[src/rtl/wmlc_pkg.sv]
`default_nettype none

package wmlc_pkg;

  // Field widths of the channels
  localparam int SAMPLE_W   = 12;
  localparam int MEDIAN_W   = 12;
  localparam int CAL_W      = 15;
  localparam int GAIN_W     = 17;
  localparam int OFFSET_W   = 13;
  localparam int CFG_IDX_W  = 2;
  localparam int CFG_DATA_W = 17;

  // Fraction bits of the gain
  localparam int GAIN_FRAC = 16;

  // Parameter defaults
  localparam int WINDOW_DEF      = 30;
  localparam int SAMPLE_BITS_DEF = 12;

  // Register reset values
  localparam logic [GAIN_W-1:0]   GAIN_RESET   = GAIN_W'(55705);
  localparam logic [OFFSET_W-1:0] OFFSET_RESET = OFFSET_W'(-496);

  typedef enum logic {
    CMD_PUSH = 1'b0,
    CMD_EVAL = 1'b1
  } cmd_t;

  typedef enum logic [CFG_IDX_W-1:0] {
    REG_GAIN   = 2'd0,
    REG_OFFSET = 2'd1
  } reg_idx_t;

  typedef enum logic [2:0] {
    S_IDLE,
    S_LOAD,
    S_FETCH,
    S_SCAN,
    S_TALLY,
    S_MED,
    S_MUL,
    S_ADD
  } state_t;

endpackage

`default_nettype wire

[src/rtl/wmlc_intf.sv]
`default_nettype none

// Input command channel
interface wmlc_item_if;
  import wmlc_pkg::*;
  logic                valid;
  logic                ready;
  logic                command;
  logic [SAMPLE_W-1:0] sample;

  modport source (output valid, output command, output sample, input ready);
  modport sink   (input valid, input command, input sample, output ready);
endinterface

// Result channel
interface wmlc_result_if;
  import wmlc_pkg::*;
  logic                valid;
  logic                ready;
  logic [MEDIAN_W-1:0] median_code;
  logic [CAL_W-1:0]    calibrated_value;

  modport source (output valid, output median_code, output calibrated_value, input ready);
  modport sink   (input valid, input median_code, input calibrated_value, output ready);
endinterface

// Register write channel
interface wmlc_cfg_if;
  import wmlc_pkg::*;
  logic                  valid;
  logic                  ready;
  logic [CFG_IDX_W-1:0]  index;
  logic [CFG_DATA_W-1:0] data;

  modport source (output valid, output index, output data, input ready);
  modport sink   (input valid, input index, input data, output ready);
endinterface

`default_nettype wire

[src/rtl/window_median_linear_calibrator.sv]
// Channel   Dir  Payload                              Transaction when
// item      in   command, sample                      item.valid & item.ready
// result    out  median_code, calibrated_value        result.valid & result.ready
// cfg       in   index (0 gain_q16, 1 offset), data   cfg.valid & cfg.ready
//
// Push: item.ready is high in idle, so pushes can stream every cycle while no evaluate runs.
// Evaluate: the rank count steps one ring entry per cycle through the single
//   read port of the ring.
// Reset (rst, synchronous): ring reads as zero via per-entry valid bits, no
//   clearing pass. A finished result waits in the output register; a second
//   evaluate holds in its last step until that register is free.
`default_nettype none

module window_median_linear_calibrator #(
  parameter int WINDOW = wmlc_pkg::WINDOW_DEF
) (
  input  wire           clk,
  input  wire           rst,
  wmlc_item_if.sink     item,
  wmlc_result_if.source result,
  wmlc_cfg_if.sink      cfg
);

  import wmlc_pkg::*;

  // Sample width is fixed by the channel
  localparam int SAMPLE_BITS = SAMPLE_W;
  localparam int PTR_W  = (WINDOW > 1) ? $clog2(WINDOW) : 1;
  localparam int CNT_W  = $clog2(WINDOW + 1);
  localparam int PROD_W = SAMPLE_BITS + GAIN_W;
  // Sorted ranks of the two middle entries (equal for an odd window)
  localparam int K_LO   = (WINDOW - 1) / 2;
  localparam int K_HI   = WINDOW / 2;

  // Configuration registers
  logic [GAIN_W-1:0]   gain_q16;
  logic [OFFSET_W-1:0] offset;

  // Sample ring: memory plus valid bits so unwritten entries read as zero
  logic [SAMPLE_BITS-1:0] ring [WINDOW];
  logic [WINDOW-1:0]      ring_vld;
  logic [PTR_W-1:0]       write_pointer;
  logic [PTR_W-1:0]       rd_addr;
  logic [SAMPLE_BITS-1:0] rd_data;
  logic                   rd_vld;
  logic [SAMPLE_BITS-1:0] sample_val;

  // Sequencer
  state_t                 state, state_next;
  logic [PTR_W-1:0]       cand_idx;
  logic [CNT_W-1:0]       scan_idx;
  logic [SAMPLE_BITS-1:0] cand;
  logic [CNT_W-1:0]       lt_cnt;
  logic [CNT_W-1:0]       le_cnt;
  logic [SAMPLE_BITS-1:0] mid_lo;
  logic [SAMPLE_BITS-1:0] mid_hi;
  logic [SAMPLE_BITS:0]   pair_sum;
  logic [SAMPLE_BITS-1:0] med;
  logic [PROD_W-1:0]      prod;
  logic [PROD_W+CAL_W-1:0] prod_wide;
  logic [CAL_W-1:0]       scaled;
  logic [CAL_W-1:0]       offset_ext;
  logic                   push_go;
  logic                   eval_go;
  logic                   out_free;

  logic                   out_valid;
  logic [MEDIAN_W-1:0]    out_median;
  logic [CAL_W-1:0]       out_cal;

  assign cfg.ready = 1'b1;
  assign item.ready = (state == S_IDLE);
  assign push_go = item.valid && item.ready && (item.command == CMD_PUSH);
  assign eval_go = item.valid && item.ready && (item.command == CMD_EVAL);
  assign out_free = !out_valid || result.ready;

  assign result.valid            = out_valid;
  assign result.median_code      = out_median;
  assign result.calibrated_value = out_cal;

  assign sample_val = rd_vld ? rd_data : '0;
  assign pair_sum   = {1'b0, mid_lo} + {1'b0, mid_hi};
  assign prod_wide  = {{CAL_W{1'b0}}, prod} >> GAIN_FRAC;
  assign scaled     = prod_wide[CAL_W-1:0];
  assign offset_ext = {{(CAL_W-OFFSET_W){offset[OFFSET_W-1]}}, offset};

  // Register writes; unknown indexes are dropped
  always_ff @(posedge clk) begin
    if (rst) begin
      gain_q16 <= GAIN_RESET;
      offset   <= OFFSET_RESET;
    end else if (cfg.valid && cfg.ready) begin
      case (cfg.index)
        REG_GAIN:   gain_q16 <= GAIN_W'(cfg.data);
        REG_OFFSET: offset   <= OFFSET_W'(cfg.data);
        default:    ;
      endcase
    end
  end

  // Ring storage and registered read port
  always_ff @(posedge clk) begin
    if (push_go) begin
      ring[write_pointer] <= SAMPLE_BITS'(item.sample);
    end
    rd_data <= ring[rd_addr];
  end

  always_ff @(posedge clk) begin
    if (rst) begin
      ring_vld      <= '0;
      write_pointer <= '0;
      rd_vld        <= 1'b0;
    end else begin
      rd_vld <= ring_vld[rd_addr];
      if (push_go) begin
        ring_vld[write_pointer] <= 1'b1;
        if (write_pointer == PTR_W'(WINDOW - 1)) begin
          write_pointer <= '0;
        end else begin
          write_pointer <= write_pointer + 1'b1;
        end
      end
    end
  end

  // State register
  always_ff @(posedge clk) begin
    if (rst) begin
      state <= S_IDLE;
    end else begin
      state <= state_next;
    end
  end

  // Next state and read address
  always_comb begin
    state_next = state;
    rd_addr    = '0;
    case (state)
      S_IDLE: begin
        if (eval_go) state_next = S_LOAD;
      end
      S_LOAD: begin
        rd_addr    = cand_idx;
        state_next = S_FETCH;
      end
      S_FETCH: begin
        state_next = S_SCAN;
      end
      S_SCAN: begin
        if (scan_idx == CNT_W'(WINDOW)) begin
          state_next = S_TALLY;
        end else begin
          rd_addr = scan_idx[PTR_W-1:0];
        end
      end
      S_TALLY: begin
        state_next = (cand_idx == PTR_W'(WINDOW - 1)) ? S_MED : S_LOAD;
      end
      S_MED:   state_next = S_MUL;
      S_MUL:   state_next = S_ADD;
      S_ADD: begin
        if (out_free) state_next = S_IDLE;
      end
      default: state_next = S_IDLE;
    endcase
  end

  // Rank count: a candidate is the k-th smallest when lt <= k < le
  always_ff @(posedge clk) begin
    case (state)
      S_IDLE: begin
        cand_idx <= '0;
      end
      S_FETCH: begin
        cand     <= sample_val;
        scan_idx <= CNT_W'(1);
        lt_cnt   <= '0;
        le_cnt   <= '0;
      end
      S_SCAN: begin
        lt_cnt <= lt_cnt + CNT_W'(sample_val < cand);
        le_cnt <= le_cnt + CNT_W'(sample_val <= cand);
        if (scan_idx != CNT_W'(WINDOW)) scan_idx <= scan_idx + 1'b1;
      end
      S_TALLY: begin
        if (lt_cnt <= CNT_W'(K_LO) && CNT_W'(K_LO) < le_cnt) mid_lo <= cand;
        if (lt_cnt <= CNT_W'(K_HI) && CNT_W'(K_HI) < le_cnt) mid_hi <= cand;
        cand_idx <= cand_idx + 1'b1;
      end
      S_MED: begin
        med <= pair_sum[SAMPLE_BITS:1];
      end
      S_MUL: begin
        prod <= PROD_W'(med) * PROD_W'(gain_q16);
      end
      default: ;
    endcase
  end

  // Output register
  always_ff @(posedge clk) begin
    if (rst) begin
      out_valid <= 1'b0;
    end else if (state == S_ADD && out_free) begin
      out_valid <= 1'b1;
    end else if (result.ready) begin
      out_valid <= 1'b0;
    end
  end

  always_ff @(posedge clk) begin
    if (state == S_ADD && out_free) begin
      out_median <= MEDIAN_W'(med);
      out_cal    <= scaled + offset_ext;
    end
  end

endmodule

`default_nettype wire
[src/flat_wrapper.sv]
// flat-port wrapper written by rule: the top's interface ports become plain ports
module window_median_linear_calibrator_flat import wmlc_pkg::*;
#(
  parameter int WINDOW = wmlc_pkg::WINDOW_DEF
)
  (clk, rst, item_valid, item_command, item_sample, item_ready, result_valid, result_median_code, result_calibrated_value, result_ready, cfg_valid, cfg_index, cfg_data, cfg_ready);
  wmlc_item_if item_i ();
  wmlc_result_if result_i ();
  wmlc_cfg_if cfg_i ();
  input  wire clk;
  input  wire rst;
  input wire logic [$bits(item_i.valid)-1:0] item_valid;
  input wire logic [$bits(item_i.command)-1:0] item_command;
  input wire logic [$bits(item_i.sample)-1:0] item_sample;
  output wire logic [$bits(item_i.ready)-1:0] item_ready;
  output wire logic [$bits(result_i.valid)-1:0] result_valid;
  output wire logic [$bits(result_i.median_code)-1:0] result_median_code;
  output wire logic [$bits(result_i.calibrated_value)-1:0] result_calibrated_value;
  input wire logic [$bits(result_i.ready)-1:0] result_ready;
  input wire logic [$bits(cfg_i.valid)-1:0] cfg_valid;
  input wire logic [$bits(cfg_i.index)-1:0] cfg_index;
  input wire logic [$bits(cfg_i.data)-1:0] cfg_data;
  output wire logic [$bits(cfg_i.ready)-1:0] cfg_ready;
  assign item_i.valid = item_valid;
  assign item_i.command = item_command;
  assign item_i.sample = item_sample;
  assign item_ready = item_i.ready;
  assign result_valid = result_i.valid;
  assign result_median_code = result_i.median_code;
  assign result_calibrated_value = result_i.calibrated_value;
  assign result_i.ready = result_ready;
  assign cfg_i.valid = cfg_valid;
  assign cfg_i.index = cfg_index;
  assign cfg_i.data = cfg_data;
  assign cfg_ready = cfg_i.ready;
  window_median_linear_calibrator #(.WINDOW(WINDOW)) u_core (.clk(clk), .rst(rst), .item(item_i), .result(result_i), .cfg(cfg_i));
endmodule
[config.mk]
export PLATFORM = sky130hd
export DESIGN_NAME = window_median_linear_calibrator_flat
export DESIGN_NICKNAME = d
export VERILOG_FILES = /design/src/rtl/wmlc_pkg.sv /design/src/rtl/wmlc_intf.sv /design/src/rtl/window_median_linear_calibrator.sv /design/src/flat_wrapper.sv
export SDC_FILE = /design/constraint.sdc
export NUM_CORES = 1
export LEC_CHECK = 0
export ABC_CLOCK_PERIOD_IN_PS = 13100
export BUFFER_PORTS_ARGS = -buffer_cell sky130_fd_sc_hd__clkbuf_2
export CORE_ASPECT_RATIO = 1.2
export CORE_UTILIZATION = 55
export CTS_CLUSTER_SIZE = 28
export DETAILED_ROUTE_END_ITERATION = 8
export GPL_ROUTABILITY_DRIVEN = 0
export PLACE_DENSITY = 0.71
export REMOVE_ABC_BUFFERS = 1
export SLEW_MARGIN = 20
export SYNTH_ARGS = -nofsm -noshare
export SYNTH_HDL_FRONTEND = slang
export SYNTH_SLANG_ARGS = --single-unit
[constraint.sdc]
create_clock -name clk -period 13.1 [get_ports clk]
set_input_delay 0.655 -clock clk [delete_from_list [all_inputs] [get_ports clk]]
set_output_delay 0.655 -clock clk [all_outputs]
set_load 0.01 [all_outputs]
==> impl_metrics.toml <==
[synthesis]
asyncSetResetFlopFracSynth_pct = 0
ys_seq_elements = 550
yosys-top-cells-area = "edfxtp_1 49%, fa_1 11%, nand2_1 8.0%"
synth_top_area_cell = "edfxtp_1"
synthCells = 2533
synth_edf_count = 468
synth.top_cell.area_share_pct = 49.3
yosysUniqueCellTypes = 66
syn_area_per_cell_um2 = 11.3
yosys_warnings = 0
dominantRegCellSynth = "edfxtp_1"
synth.yosys.seq_area_share_pct = 55.0
netlist_area_um2 = 28500

[route]
finalWirelength_um = 66900
routedWlPerCell_um = 20.3
drt_pre_antenna_iters = 9
drt_first_iter_violations = 1454
number_of_drc_violations_after_detailed_routing = 0
antenna_left = 0
vias = 18700
detail_route.vias_per_cell = 5.66

[floorplan]
io_pins = 67
design.die.area_um2 = 52800
dieHeight_um = 252
core_um2 = 51400
die_x_um = 210
core.rowCount = 91
initial_core_utilization_pct = 55.6

[worst_setup_path]
path_max_fanout = 18
worst_path_required_time_ns = 13.45
setup.worst_path.end_class = "flip-flop"
worst_ep_arrival_time_ns = 6.71
worst-setup-path-type = "flip-flop to flip-flop"
setup.worst_path.start_class = "flip-flop"

[global_route]
gr-total-overflow = 0
groute.usage.overall_pct = 25.8
grt_pass1_vias = 19200
grt_pass1_wl_um = 104000
grt_start_max_net_pins = 160
antenna_found_initial = 0

[clocking]
latest_clock_arrival_within_the_worst_skew_pair_ns = 0.64
tritoncts.num_buffers = 53
cts_tree = "yes"
cts.sinks = 550
cts_hold_buffers = 0
clkTransAtPathRegs_ns = 0.07
ctsResizeCount = 0
cts.root.buffer_cell = "clkbuf_16"
clockBufferDepth = 3
cts_htree_levels = 2
cts.repair_timing.setup_buffer_count = 0

[finish]
multi_input_gate_area_in_the_final_layout_um2 = 11500
area_growth_pct = 9.62
post_route_cells_drive_above_1_share_pct = 8.42
design.final.nets = 2861
final_core_util_pct = 60.9
fillCellCount = 3980
antenna-diode-count = 0
final-seq-area_um2 = 15700

[sta]
finalMaxSlewViolations = 0
setup_viol = 0
grt_setup_unrepaired = "no"
hold_viol_final = 0
clock-skew-final_ns = 0.0587
layout_min_cycle_time_ns = 6.35
fmax_mhz = 157
fin_setup_tns_ns = 0
layout_worst_path_cycle_share_pct = 48.5
worstMarginPinSlew_ns = 1.15
holdWs_ns = 0.271
maxSlewHeadroom_pct = 23.1

[power]
share_clk_of_total_power_pct = 30.5
power.switching_mw = 1.71
power.share.combinational_pct = 29.2
internal-power_mw = 3.45
power_per_cell_area_nw_per_um2 = 165
pwr-share-seq_pct = 40.3
worst_ir_drop_vdd_mv = 0.143
power_leakage_nw = 12.3
power.share.switching_pct = 33.2

[placement]
dp_hpwl_um = 43300
numPortBuffers = 65

[min_path]
worst_hold_path_type = "primary input to flip-flop"

[status]
result_of_the_run = "completed"

[run]
max_cap_viol_count = 0
-- through the flow --
stage	setup WS [ns]	cells	power (mW)	instance area, µm²
4_1_cts	6.70	3298	5.20	31300
5_1_grt	6.38	3298	5.41	31300
3_5_place_dp	6.73	3198	3.62	29500
2_1_floorplan	7.49	2397	3.15	27900
6_report	6.75	3298	5.16	31300
3_3_place_gp	6.87	3198	3.57	29500
-- layout by cell type, fill, tap and decap left out, types with 13 or more instances in the layout --
cell,instances
a21o_1,13
a21oi_1,78
a311oi_1,41
a31oi_1,25
and2_1,95
and3_1,30
buf_4,38
clkbuf_1,13
clkbuf_16,54
clkbuf_2,65
dfxtp_1,82
edfxtp_1,468
fa_1,151
ha_1,117
inv_1,195
nand2_1,611
nand3_1,146
nand3b_1,18
nor2_1,128
o21ai_0,15
or4_1,14
xnor2_1,30
xor2_1,17
-- synth_stat cells, types with 15 or more instances --
master and number:
a21oi_1 78, a311oi_1 41, a31oi_1 25, and2_1 95, and3_1 30, buf_2 43
buf_4 16, clkbuf_1 72, dfxtp_1 82, edfxtp_1 468, fa_1 151, ha_1 117
inv_1 195, nand2_1 611, nand3_1 146, nand3b_1 18, nor2_1 132, o21ai_0 15
xnor2_1 30, xor2_1 17
-- cells by family (layout without fill, tap and decap cells) --
logic type,count (synthesis),in the layout,synth area share [%]
compound gates,232,232,5.66
flops,550,550,55.0
xor+xnor,47,47,1.44
fa+ha+maj,268,268,15.7
simple gates,1102,1102,17.2
mux,2,2,0.0702
buf+inv,331,399,4.86
other cells,1,1,0.0131
-- worst max-delay path, cell delays in order, from the launching register on --
cell and delay (ns):
edfxtp_1 0.77, nand2_1 0.17, fa_1 0.56, inv_1 0.06, fa_1 0.48, fa_1 0.52, fa_1 0.54, inv_1 0.06
fa_1 0.54, inv_1 0.05, ha_1 0.30, o21ai_0 0.23, o21ai_1 0.12, a32o_1 0.25, a211oi_2 0.54, o211ai_1 0.30
a211oi_1 0.36, o21bai_1 0.13, xnor2_1 0.13
-- flip-flops by register name (all words and copies together) (netlist names), 12 cells and up --
signal / count
u_core.gain_q16: 17
u_core.result.calibrated_value: 15
u_core.ring_vld: 30
u_core.rd_data: 12
u_core.mid_hi: 12
u_core.mid_lo: 12
u_core.cand: 12
u_core.ring: 360
u_core.offset: 13
u_core.prod: 13
u_core.result.median_code: 12
u_core.med: 12
-- layout make-up --
class,count,area share (%)
clock buffers,74,4.78
clock inverters,26,1.04
inverters,195,2.34
multi-input cells,1652,36.9
flip-flops and latches,550,50.2
well taps,697,2.79
repair buffers,104,2.02
-- final timing paths --
path,startpoint,to,slack (ns),cells past startpoint
worst min-delay path,cfg_data[16],u_core.gain_q16[16],0.27,3
worst min register to register,u_core.offset[2],u_core.offset[2],0.46,2
worst max-delay path,u_core.med[8],u_core.prod[28],6.75,18
worst max register to register,u_core.med[8],u_core.prod[28],6.75,18
-- power groups by stage --
stage          Clock [mW]  Combinational (mW)  Sequential, mW
6_report             1.57                1.51            2.08
3_3_place_gp            0                1.46            2.11
2_1_floorplan           0                1.05            2.09
4_1_cts              1.60                1.52            2.08
3_5_place_dp            0                1.50            2.12
5_1_grt              1.65                1.67            2.09
-- layer usage --
| metal | up-vias | share of wire [%] | track usage, % |
|---|---|---|---|
| li1 | 8659 | - | - |
| met1 | 9238 | 37 | 30.0 |
| met4 | 0 | 4.1 | 11.8 |
| met3 | 141 | 5.6 | 3.36 |
| met2 | 638 | 53 | 47.2 |
| met5 | - | 0 | 0 |
Power figures use the tool's default switching activity.
